`src/assert_macros.svh`:
```
// Assertion macros shared by the false-color map modules.
`ifndef ASSERT_MACROS_SVH
`define ASSERT_MACROS_SVH

// Clocked check, muted while reset is high.
`define ARFC_ASSERT(lbl, clk_s, rst_s, prop, msg) \
  lbl: assert property (@(posedge clk_s) disable iff (rst_s) prop) else $error(msg);

// Clocked check that also holds during reset.
`define ARFC_ASSERT_ALWAYS(lbl, clk_s, prop, msg) \
  lbl: assert property (@(posedge clk_s) prop) else $error(msg);

`endif

```
`src/arfc_pkg.sv`:
```
// Shared types, codes and ramp tables of the false-color map.
package arfc_pkg;

  localparam int SAMPLE_BITS_DEF = 32;
  localparam int SPAN_BITS       = 8;
  localparam int CHAN_COUNT      = 3;

  localparam logic OP_RANGE = 1'b0;
  localparam logic OP_COLOR = 1'b1;

  localparam logic [1:0] LAYER_ELEVATION = 2'd0;
  localparam logic [1:0] LAYER_WATER     = 2'd1;
  localparam logic [1:0] LAYER_SURFACE   = 2'd2;

  localparam logic [31:0] NODATA_RGBA = 32'h181818FF;
  localparam logic [7:0]  ALPHA       = 8'hFF;

  typedef logic [0:CHAN_COUNT-1][SPAN_BITS-1:0] ramp_t;

  typedef enum logic [2:0] {
    ST_IDLE,
    ST_PREP,
    ST_START,
    ST_WAIT,
    ST_OUT
  } arfc_state_t;

  typedef struct packed {
    logic valid;
    logic first;
    logic nodata;
  } range_upd_t;

  function automatic ramp_t ramp_base(input logic [1:0] layer);
    ramp_t r;
    case (layer)
      LAYER_ELEVATION: r = {8'd40, 8'd50, 8'd30};
      LAYER_WATER:     r = {8'd10, 8'd50, 8'd110};
      LAYER_SURFACE:   r = {8'd50, 8'd50, 8'd70};
      default:         r = {8'd50, 8'd50, 8'd70};
    endcase
    return r;
  endfunction

  function automatic ramp_t ramp_span(input logic [1:0] layer);
    ramp_t r;
    case (layer)
      LAYER_ELEVATION: r = {8'd180, 8'd150, 8'd90};
      LAYER_WATER:     r = {8'd20, 8'd80, 8'd130};
      LAYER_SURFACE:   r = {8'd140, 8'd110, 8'd120};
      default:         r = {8'd140, 8'd110, 8'd120};
    endcase
    return r;
  endfunction

endpackage

```
`src/arfc_in_if.sv`:
```
// Sample request channel: valid/ready handshake with the sample fields.
interface arfc_in_if #(
  parameter int SAMPLE_BITS = arfc_pkg::SAMPLE_BITS_DEF
);
  logic                   valid;
  logic                   ready;
  logic                   op;
  logic                   first_sample;
  logic                   nodata;
  logic [SAMPLE_BITS-1:0] sample;

  modport source (output valid, op, first_sample, nodata, sample, input ready);
  modport sink   (input valid, op, first_sample, nodata, sample, output ready);
endinterface

```
`src/arfc_out_if.sv`:
```
// Pixel request channel: valid/ready handshake with the packed color.
interface arfc_out_if;
  logic        valid;
  logic        ready;
  logic [31:0] rgba;

  modport source (output valid, rgba, input ready);
  modport sink   (input valid, rgba, output ready);
endinterface

```
`src/arfc_range.sv`:
```
// Running min/max tracker, kept in offset-binary so unsigned order is signed order.
`include "assert_macros.svh"

module arfc_range #(
  parameter int SAMPLE_BITS = arfc_pkg::SAMPLE_BITS_DEF
) (
  input  logic                   clk,
  input  logic                   rst,
  input  arfc_pkg::range_upd_t   upd,
  input  logic [SAMPLE_BITS-1:0] sample,
  output logic [SAMPLE_BITS-1:0] lo_b,
  output logic [SAMPLE_BITS-1:0] hi_b,
  output logic                   seen
);
  import arfc_pkg::*;

  localparam logic [SAMPLE_BITS-1:0] SIGN_BIT = {1'b1, {(SAMPLE_BITS-1){1'b0}}};

  logic [SAMPLE_BITS-1:0] s_b;
  logic                   seen_eff;

  assign s_b      = sample ^ SIGN_BIT;
  assign seen_eff = seen && !upd.first;

  always_ff @(posedge clk) begin
    if (rst) begin
      lo_b <= SIGN_BIT;
      hi_b <= SIGN_BIT;
      seen <= 1'b0;
    end else if (upd.valid) begin
      seen <= seen_eff || !upd.nodata;
      if (!upd.nodata) begin
        if (!seen_eff) begin
          lo_b <= s_b;
          hi_b <= s_b;
        end else begin
          if (s_b < lo_b) lo_b <= s_b;
          if (s_b > hi_b) hi_b <= s_b;
        end
      end
    end
  end

  `ARFC_ASSERT(a_range_ordered, clk, rst, seen |-> (lo_b <= hi_b), "range low above high")

endmodule

```
`src/arfc_sdiv.sv`:
```
// Scale by span, then restoring division shifting one quotient bit per cycle.
`include "assert_macros.svh"

module arfc_sdiv #(
  parameter int SAMPLE_BITS = arfc_pkg::SAMPLE_BITS_DEF
) (
  input  logic                             clk,
  input  logic                             rst,
  input  logic                             start,
  input  logic [SAMPLE_BITS-1:0]           d,
  input  logic [SAMPLE_BITS-1:0]           den,
  input  logic [arfc_pkg::SPAN_BITS-1:0]   span,
  output logic                             done,
  output logic [arfc_pkg::SPAN_BITS-1:0]   quot
);
  import arfc_pkg::*;

  localparam int PW = SAMPLE_BITS + SPAN_BITS;
  localparam int CW = $clog2(SPAN_BITS);
  localparam logic [CW-1:0] LAST_STEP = CW'(SPAN_BITS - 1);

  logic [PW-1:0]          prod_c;
  logic [SAMPLE_BITS-1:0] rem;
  logic [SPAN_BITS-1:0]   sr;
  logic [CW-1:0]          cnt;
  logic                   busy;
  logic [SAMPLE_BITS:0]   trial;
  logic [SAMPLE_BITS:0]   diff;
  logic                   fits;

  assign prod_c = PW'(d) * PW'(span);
  assign trial  = {rem, sr[SPAN_BITS-1]};
  assign diff   = trial - {1'b0, den};
  assign fits   = !diff[SAMPLE_BITS];

  always_ff @(posedge clk) begin
    if (rst) begin
      busy <= 1'b0;
      done <= 1'b0;
      cnt  <= '0;
    end else begin
      done <= 1'b0;
      if (start) begin
        busy <= 1'b1;
        cnt  <= '0;
      end else if (busy) begin
        cnt <= cnt + 1'b1;
        if (cnt == LAST_STEP) begin
          busy <= 1'b0;
          done <= 1'b1;
        end
      end
    end
  end

  always_ff @(posedge clk) begin
    if (start) begin
      rem  <= prod_c[PW-1:SPAN_BITS];
      sr   <= prod_c[SPAN_BITS-1:0];
      quot <= '0;
    end else if (busy) begin
      rem  <= fits ? diff[SAMPLE_BITS-1:0] : trial[SAMPLE_BITS-1:0];
      sr   <= {sr[SPAN_BITS-2:0], 1'b0};
      quot <= {quot[SPAN_BITS-2:0], fits};
    end
  end

  `ARFC_ASSERT(a_rem_below_den, clk, rst, busy |-> (rem < den), "partial remainder not below divisor")
  `ARFC_ASSERT(a_done_after_busy, clk, rst, done |-> $past(busy), "done without a running division")

endmodule

```
`src/auto_range_false_color_map.sv`:
```
// A color request over a valid range goes through the shared divider (load with span multiply,
// 8 quotient bits, done) once per channel, 3 channels, then to the output register; a nodata
// pixel or an empty or flat range skips the divider.
// Requests are taken only in the idle state, so a new color request waits until the last pixel
// is in the output register; range requests are taken every cycle while the block is idle.
// Reset (synchronous, active high): range empty, layer_select 0, output register empty.
`include "assert_macros.svh"

module auto_range_false_color_map #(
  parameter int SAMPLE_BITS = arfc_pkg::SAMPLE_BITS_DEF
) (
  input  logic         clk,
  input  logic         rst,
  input  logic         cfg_we,
  input  logic [1:0]   cfg_data,
  arfc_in_if.sink      samples,
  arfc_out_if.source   pixels
);
  import arfc_pkg::*;

  localparam logic [SAMPLE_BITS-1:0] SIGN_BIT = {1'b1, {(SAMPLE_BITS-1){1'b0}}};
  localparam logic [1:0] LAST_CHAN = 2'(CHAN_COUNT - 1);

  arfc_state_t            state, state_next;
  logic [1:0]             layer_select;
  logic [1:0]             chan, chan_next;
  logic [23:0]            pix, pix_next;
  logic                   out_valid;
  logic [31:0]            out_rgba;
  logic                   out_load;
  logic                   accept;
  logic                   latch_v;
  logic [SAMPLE_BITS-1:0] v_b;
  logic [SAMPLE_BITS-1:0] d;
  logic [SAMPLE_BITS-1:0] den;
  logic [SAMPLE_BITS-1:0] d_c;
  logic [SAMPLE_BITS-1:0] den_c;
  logic                   flat_c;
  logic [SAMPLE_BITS-1:0] lo_b;
  logic [SAMPLE_BITS-1:0] hi_b;
  logic                   seen;
  range_upd_t             upd;
  logic                   div_start;
  logic                   div_done;
  logic [SPAN_BITS-1:0]   quot;
  ramp_t                  bases;
  ramp_t                  spans;

  assign accept       = samples.valid && samples.ready;
  assign upd.valid    = accept && (samples.op == OP_RANGE);
  assign upd.first    = samples.first_sample;
  assign upd.nodata   = samples.nodata;
  assign bases        = ramp_base(layer_select);
  assign spans        = ramp_span(layer_select);
  assign pixels.valid = out_valid;
  assign pixels.rgba  = out_rgba;

  arfc_range #(.SAMPLE_BITS(SAMPLE_BITS)) u_range (
    .clk    (clk),
    .rst    (rst),
    .upd    (upd),
    .sample (samples.sample),
    .lo_b   (lo_b),
    .hi_b   (hi_b),
    .seen   (seen)
  );

  arfc_sdiv #(.SAMPLE_BITS(SAMPLE_BITS)) u_sdiv (
    .clk   (clk),
    .rst   (rst),
    .start (div_start),
    .d     (d),
    .den   (den),
    .span  (spans[chan]),
    .done  (div_done),
    .quot  (quot)
  );

  // clamp the sample into the range and form the divisor
  always_comb begin
    den_c  = hi_b - lo_b;
    flat_c = !seen || (hi_b <= lo_b);
    if (v_b <= lo_b) begin
      d_c = '0;
    end else if (v_b >= hi_b) begin
      d_c = den_c;
    end else begin
      d_c = v_b - lo_b;
    end
  end

  always_ff @(posedge clk) begin
    if (rst) begin
      state        <= ST_IDLE;
      chan         <= '0;
      out_valid    <= 1'b0;
      layer_select <= LAYER_ELEVATION;
    end else begin
      state <= state_next;
      chan  <= chan_next;
      if (cfg_we) layer_select <= cfg_data;
      if (out_load) begin
        out_valid <= 1'b1;
      end else if (pixels.ready) begin
        out_valid <= 1'b0;
      end
    end
  end

  always_ff @(posedge clk) begin
    pix <= pix_next;
    if (latch_v) v_b <= samples.sample ^ SIGN_BIT;
    if (state == ST_PREP) begin
      d   <= d_c;
      den <= den_c;
    end
    if (out_load) out_rgba <= {pix, ALPHA};
  end

  always_comb begin
    state_next    = state;
    chan_next     = chan;
    pix_next      = pix;
    samples.ready = 1'b0;
    latch_v       = 1'b0;
    div_start     = 1'b0;
    out_load      = 1'b0;
    case (state)
      ST_IDLE: begin
        samples.ready = 1'b1;
        if (samples.valid && (samples.op == OP_COLOR)) begin
          if (samples.nodata) begin
            pix_next   = NODATA_RGBA[31:8];
            state_next = ST_OUT;
          end else begin
            latch_v    = 1'b1;
            state_next = ST_PREP;
          end
        end
      end
      ST_PREP: begin
        chan_next = '0;
        if (flat_c) begin
          pix_next   = {bases[0], bases[1], bases[2]};
          state_next = ST_OUT;
        end else begin
          state_next = ST_START;
        end
      end
      ST_START: begin
        div_start  = 1'b1;
        state_next = ST_WAIT;
      end
      ST_WAIT: begin
        if (div_done) begin
          pix_next = {pix[15:0], bases[chan] + quot};
          if (chan == LAST_CHAN) begin
            state_next = ST_OUT;
          end else begin
            chan_next  = chan + 1'b1;
            state_next = ST_START;
          end
        end
      end
      ST_OUT: begin
        if (!out_valid || pixels.ready) begin
          out_load   = 1'b1;
          state_next = ST_IDLE;
        end
      end
      default: state_next = ST_IDLE;
    endcase
  end

  `ARFC_ASSERT(a_color_to_prep, clk, rst,
    (accept && (samples.op == OP_COLOR) && !samples.nodata) |=> (state == ST_PREP),
    "color request did not start the range check")
  `ARFC_ASSERT(a_chan_bound, clk, rst,
    ((state == ST_START) || (state == ST_WAIT)) |-> (chan <= LAST_CHAN),
    "channel index out of range")

endmodule

```
`src/flat_wrapper.sv`:
```
// flat-port wrapper written by rule: the top's interface ports become plain ports
module auto_range_false_color_map_flat import arfc_pkg::*;
#(
  parameter int SAMPLE_BITS = arfc_pkg::SAMPLE_BITS_DEF
)
  (clk, rst, cfg_we, cfg_data, samples_valid, samples_op, samples_first_sample, samples_nodata, samples_sample, samples_ready, pixels_valid, pixels_rgba, pixels_ready);
  arfc_in_if #(.SAMPLE_BITS(SAMPLE_BITS)) samples_i ();
  arfc_out_if pixels_i ();
  input  logic clk;
  input  logic rst;
  input  logic cfg_we;
  input  logic [1:0] cfg_data;
  input wire logic [$bits(samples_i.valid)-1:0] samples_valid;
  input wire logic [$bits(samples_i.op)-1:0] samples_op;
  input wire logic [$bits(samples_i.first_sample)-1:0] samples_first_sample;
  input wire logic [$bits(samples_i.nodata)-1:0] samples_nodata;
  input wire logic [$bits(samples_i.sample)-1:0] samples_sample;
  output wire logic [$bits(samples_i.ready)-1:0] samples_ready;
  output wire logic [$bits(pixels_i.valid)-1:0] pixels_valid;
  output wire logic [$bits(pixels_i.rgba)-1:0] pixels_rgba;
  input wire logic [$bits(pixels_i.ready)-1:0] pixels_ready;
  assign samples_i.valid = samples_valid;
  assign samples_i.op = samples_op;
  assign samples_i.first_sample = samples_first_sample;
  assign samples_i.nodata = samples_nodata;
  assign samples_i.sample = samples_sample;
  assign samples_ready = samples_i.ready;
  assign pixels_valid = pixels_i.valid;
  assign pixels_rgba = pixels_i.rgba;
  assign pixels_i.ready = pixels_ready;
  auto_range_false_color_map #(.SAMPLE_BITS(SAMPLE_BITS)) u_core (.clk(clk), .rst(rst), .cfg_we(cfg_we), .cfg_data(cfg_data), .samples(samples_i), .pixels(pixels_i));
endmodule
```
`config.mk`:
```
export PLATFORM = sky130hd
export DESIGN_NAME = auto_range_false_color_map_flat
export DESIGN_NICKNAME = d
export VERILOG_FILES = /design/src/arfc_pkg.sv /design/src/arfc_in_if.sv /design/src/arfc_out_if.sv /design/src/arfc_range.sv /design/src/arfc_sdiv.sv /design/src/auto_range_false_color_map.sv /design/src/flat_wrapper.sv
export VERILOG_INCLUDE_DIRS = /design/src /design/src/src
export SDC_FILE = /design/constraint.sdc
export NUM_CORES = 1
export LEC_CHECK = 0
export BUFFER_PORTS_ARGS = -buffer_cell sky130_fd_sc_hd__clkbuf_2
export CORE_ASPECT_RATIO = 0.5
export CORE_UTILIZATION = 53
export CTS_CLUSTER_DIAMETER = 200
export DETAILED_ROUTE_END_ITERATION = 10
export PLACE_DENSITY = 0.75
export SLEW_MARGIN = 15
export SYNTH_ARGS = -nofsm -noshare
export SYNTH_HDL_FRONTEND = slang
export SYNTH_SLANG_ARGS = --single-unit
```
`constraint.sdc`:
```
create_clock -name clk -period 8.37 [get_ports clk]
set_input_delay 0.4185 -clock clk [delete_from_list [all_inputs] [get_ports clk]]
set_output_delay 0.4185 -clock clk [all_outputs]
set_load 0.01 [all_outputs]
```
==> results.txt <==
Number of global-route vias before repair - 18800
Seq cells post-synth - 269
Core ar. - 47400 µm²
WL/cell - 18.3 µm
Layout Utilization - 0.583
WP depth - 22
R2r worst-path depth - 22
Outcome - finished clean
Area share of xor/xnor cells in the synthesized design - 0.0408
Final setup margin - 1160 ps
Routed Antenna Nets - 0
R2r endpoint - u_core.u_sdiv.rem[31]$_DFFE_PP_
Initial Util - 0.544
Post-DP HPWL - 49200 µm
Longest Clk Path Bufs - 3
CP Class - reg -> reg
Fmax - 139 MHz
Mean area per synthesized cell - 9.43 µm²
Placer Congestion - 0.953
First-pass GRT wire length - 102000 µm
All-Layer GR Usage - 0.256
Buf/Inv on CP - 3
MaxCap Viol Count - 0
Pre-CTS setup slack - 1240 ps
GR Overflow Total - 0
Crit. End Element - register
Worst VDD drop - 0.000140 V
Die height - 158 µm
Post-synth EDFFs - 183
Clk_skew - 24.0 ps
Rel. slew slack - 0.334
Largest family of logic cells by synthesized area - adder cells
RSZ-0062 raised after global routing - false
Initial antenna violation count - 0
Drt initial violations - 1782
Post-synthesis adder-cell area fraction - 0.258
Clock transition at path regs - 80 ps
Setup crit start - u_core.chan[1]$_SDFFE_PP0P_
Area growth from synthesis to layout - 7.13%
Mapped Cells - 2732
Post-synth design cell area - 25800 µm²
Layout Nets - 3236
CP Cell Sequence - nand2b_1, buf_4, a21oi_1, nor2_1, nor2b_1, fa_1, fa_1, fa_1, inv_1, fa_1, inv_1, ha_1, a21oi_1, o21ai_0, o311ai_1, a211o_1, a31oi_2, a21oi_1, o21ai_2, a221oi_2, xnor2_1, a22oi_1
Commonest non-fill, non-tap cells in the layout - 300 x inv_1, 285 x ha_1, 183 x edfxtp_1, 173 x nor2_1, 158 x a21oi_1
Mux cell area share after synthesis - 0.0480
H-tree depth - 1
Commonest non-fill, non-tap cell in the layout - inv_1
Multi-input logic area - 17100 µm²
P_leak - 12.2 nW
Crit path DAT - 7480 ps
Worst-Margin Slew - 999 ps
Setup crit end - u_core.u_sdiv.rem[31]$_DFFE_PP_
Synth Area in Compound Gates - 0.148
Slew Viols, Final - 0
Post-CTS setup buffer count - 0
Tcrit/Tclk final - 0.861
CTS Hold Bufs - 0
Die Span X - 314 µm
WL final - 62500 µm
Setup TNS - 0 ps
Tot Pwr - 4.73 mW
Final hold slack - 99.6 ps
Number of CTS-inserted buffers - 26
Vias/cell - 5.76
Detailed-route DRC error count - 0
Cts repair resizes - 0
Initial DRT Pass Iterations - 5
CP max stage delay - 690 ps
Post-synthesis simple-gate area fraction - 0.163
Vias post-DR - 19700
Critical-path top delay cell - dfxtp_1
Final setup viols - 0
CP Launch Type - register
# port buffers - 67
Root buf cell - clkbuf_16
CP delay by family, top - adder cells
Post-synthesis async set-or-reset flop share - 0
IO Count - 76
FP Rows - 56
HP Class - in -> reg
Worst skew pair latency - 570 ps
Largest net degree at the start of global routing - 112
Sequential cell area - 7220 µm²
Synth cell types - 82
CTS tree - built
Critical-path maximum fanout - 31
Dominant cell type by count on the critical path - fa_1
Power per Cell Area - 172 nW/µm²
Die ar. - 49500 µm²
Layout cell share with drive strength beyond 1 - 0.0631
Reg-to-Reg Start - u_core.chan[1]$_SDFFE_PP0P_
Syn. warnings - 0
Sequential cell area fraction in the yosys report - 0.280
R2r setup slk - 1160 ps
Ant diodes - 0
Final Hold Viols - 0
Ys flop type - edfxtp_1
FILL cells - 4104
Min Tclk post-route - 7210 ps
# clock sinks - 269
Critical Path RT - 8640 ps
-- cell usage after synthesis (4+ instances only) --
cell type / number / area (µm²)
inv_1: 300 / 1130
buf_6: 4 / 45.0
nand3_1: 31 / 155
or3_1: 9 / 56.3
nor2b_1: 89 / 557
a211oi_1: 28 / 210
nand4_1: 29 / 181
o21a_1: 20 / 150
a211o_1: 9 / 78.8
a21oi_1: 161 / 806
and3_1: 51 / 319
nand2_1: 142 / 533
nor2_1: 174 / 653
a2111oi_0: 4 / 35.0
nand3b_1: 6 / 45.0
buf_4: 9 / 67.6
a31o_2: 5 / 43.8
nor3b_1: 4 / 30.0
o211ai_1: 14 / 105
or4_1: 5 / 37.5
a21o_1: 118 / 886
dfxtp_1: 86 / 1720
o21ai_1: 24 / 120
or2_2: 4 / 25.0
nor4_1: 4 / 25.0
and2_1: 118 / 738
edfxtp_1: 183 / 5500
and4_1: 6 / 52.6
nand2b_1: 90 / 563
buf_2: 12 / 60.1
a31oi_1: 19 / 119
o2111ai_1: 4 / 35.0
ha_1: 285 / 3570
a21oi_2: 4 / 35.0
clkbuf_1: 73 / 274
a21boi_0: 6 / 45.0
o31ai_1: 8 / 60.1
o31a_1: 6 / 52.6
nor3_1: 37 / 185
o21bai_1: 20 / 150
xor2_1: 45 / 394
fa_1: 154 / 3080
xnor2_1: 75 / 657
mux2i_1: 122 / 1220
o21ai_0: 76 / 380
-- state kept, by name (all words and copies together), names as in the netlist --
name,count
u_core.u_range.seen,1
u_core.v_b,32
u_core.state,3
u_core.d,32
u_core.pix,24
u_core.u_sdiv.sr,7
u_core.u_sdiv.busy,1
u_core.layer_select,2
u_core.u_sdiv.quot,8
u_core.chan,2
u_core.u_sdiv.rem,32
u_core.u_range.hi_b,32
u_core.pixels.valid,1
u_core.pixels.rgba,24
u_core.den,32
u_core.u_sdiv.done,1
u_core.u_sdiv.cnt,3
u_core.u_range.lo_b,32
-- kinds of logic (layout without fill, tap and decap cells) --
group | Yosys count | after routing
adders and majority gates | 439 | 439
and+or+nand+nor | 805 | 805
muxes | 123 | 123
other | 1 | 8
DFF | 269 | 269
buffers and inverters | 399 | 435
xor gates and xnor gates | 120 | 120
AOI/OAI and AO/OA | 576 | 576
-- where the power goes --
group	internal, mW	switching, mW	total [mW]
clock network	0.691	0.545	1.24
logic	0.800	1.18	1.98
registers	1.48	0.0343	1.52
total	2.97	1.76	4.73
-- metrics by stage --
step / cells / cell area [µm²]
final: 3413 / 27600
after global routing: 3413 / 27600
after CTS: 3413 / 27600
after detailed placement: 3365 / 26700
after global placement: 3365 / 26700
after floorplan: 2739 / 25800
-- worst reg2reg max path, delay by kind of cell (launching register included) --
kind	cells	cell delay, ps
simple gates	3	920
fa+ha+maj	5	2510
flops	1	690
compound gates	10	2220
xor+xnor	1	160
buf+inv	3	400
-- how the worst min path moves through the flow --
stage	startpoint	to	slack, ps	cells after the start
3_5_place_dp	u_core.pix[20]$_DFFE_PP_	u_core.pixels.rgba[28]$_DFFE_PP_	400	0
2_1_floorplan	u_core.pix[16]$_DFFE_PP_	u_core.pixels.rgba[24]$_DFFE_PP_	400	0
3_3_place_gp	u_core.pix[23]$_DFFE_PP_	u_core.pixels.rgba[31]$_DFFE_PP_	400	0
6_report	samples_sample[3]	u_core.v_b[3]$_DFFE_PP_	100	1
4_1_cts	samples_sample[1]	u_core.v_b[1]$_DFFE_PP_	70	1
5_1_grt	samples_sample[3]	u_core.v_b[3]$_DFFE_PP_	100	1
-- metal layers --
layer / up-vias / global-route usage / wire [µm]
li1: 9532 / - / -
met1: 9423 / 0.398 / 31400
met2: 627 / 0.380 / 25800
met3: 69 / 0.0292 / 4180
met4: 0 / 0.0525 / 1180
met5: - / 0 / 0
-- final cells by class --
class                           count  area share
Multi-Input combinational cell   2071       0.619
Sequential cell                   269       0.262
Inverter                          300      0.0408
Tap cell                          638      0.0289
Clock buffer                       31      0.0265
Timing Repair Buffer               87      0.0176
Clock inverter                     17     0.00571
No activity file was read; power rests on OpenSTA's default activity.
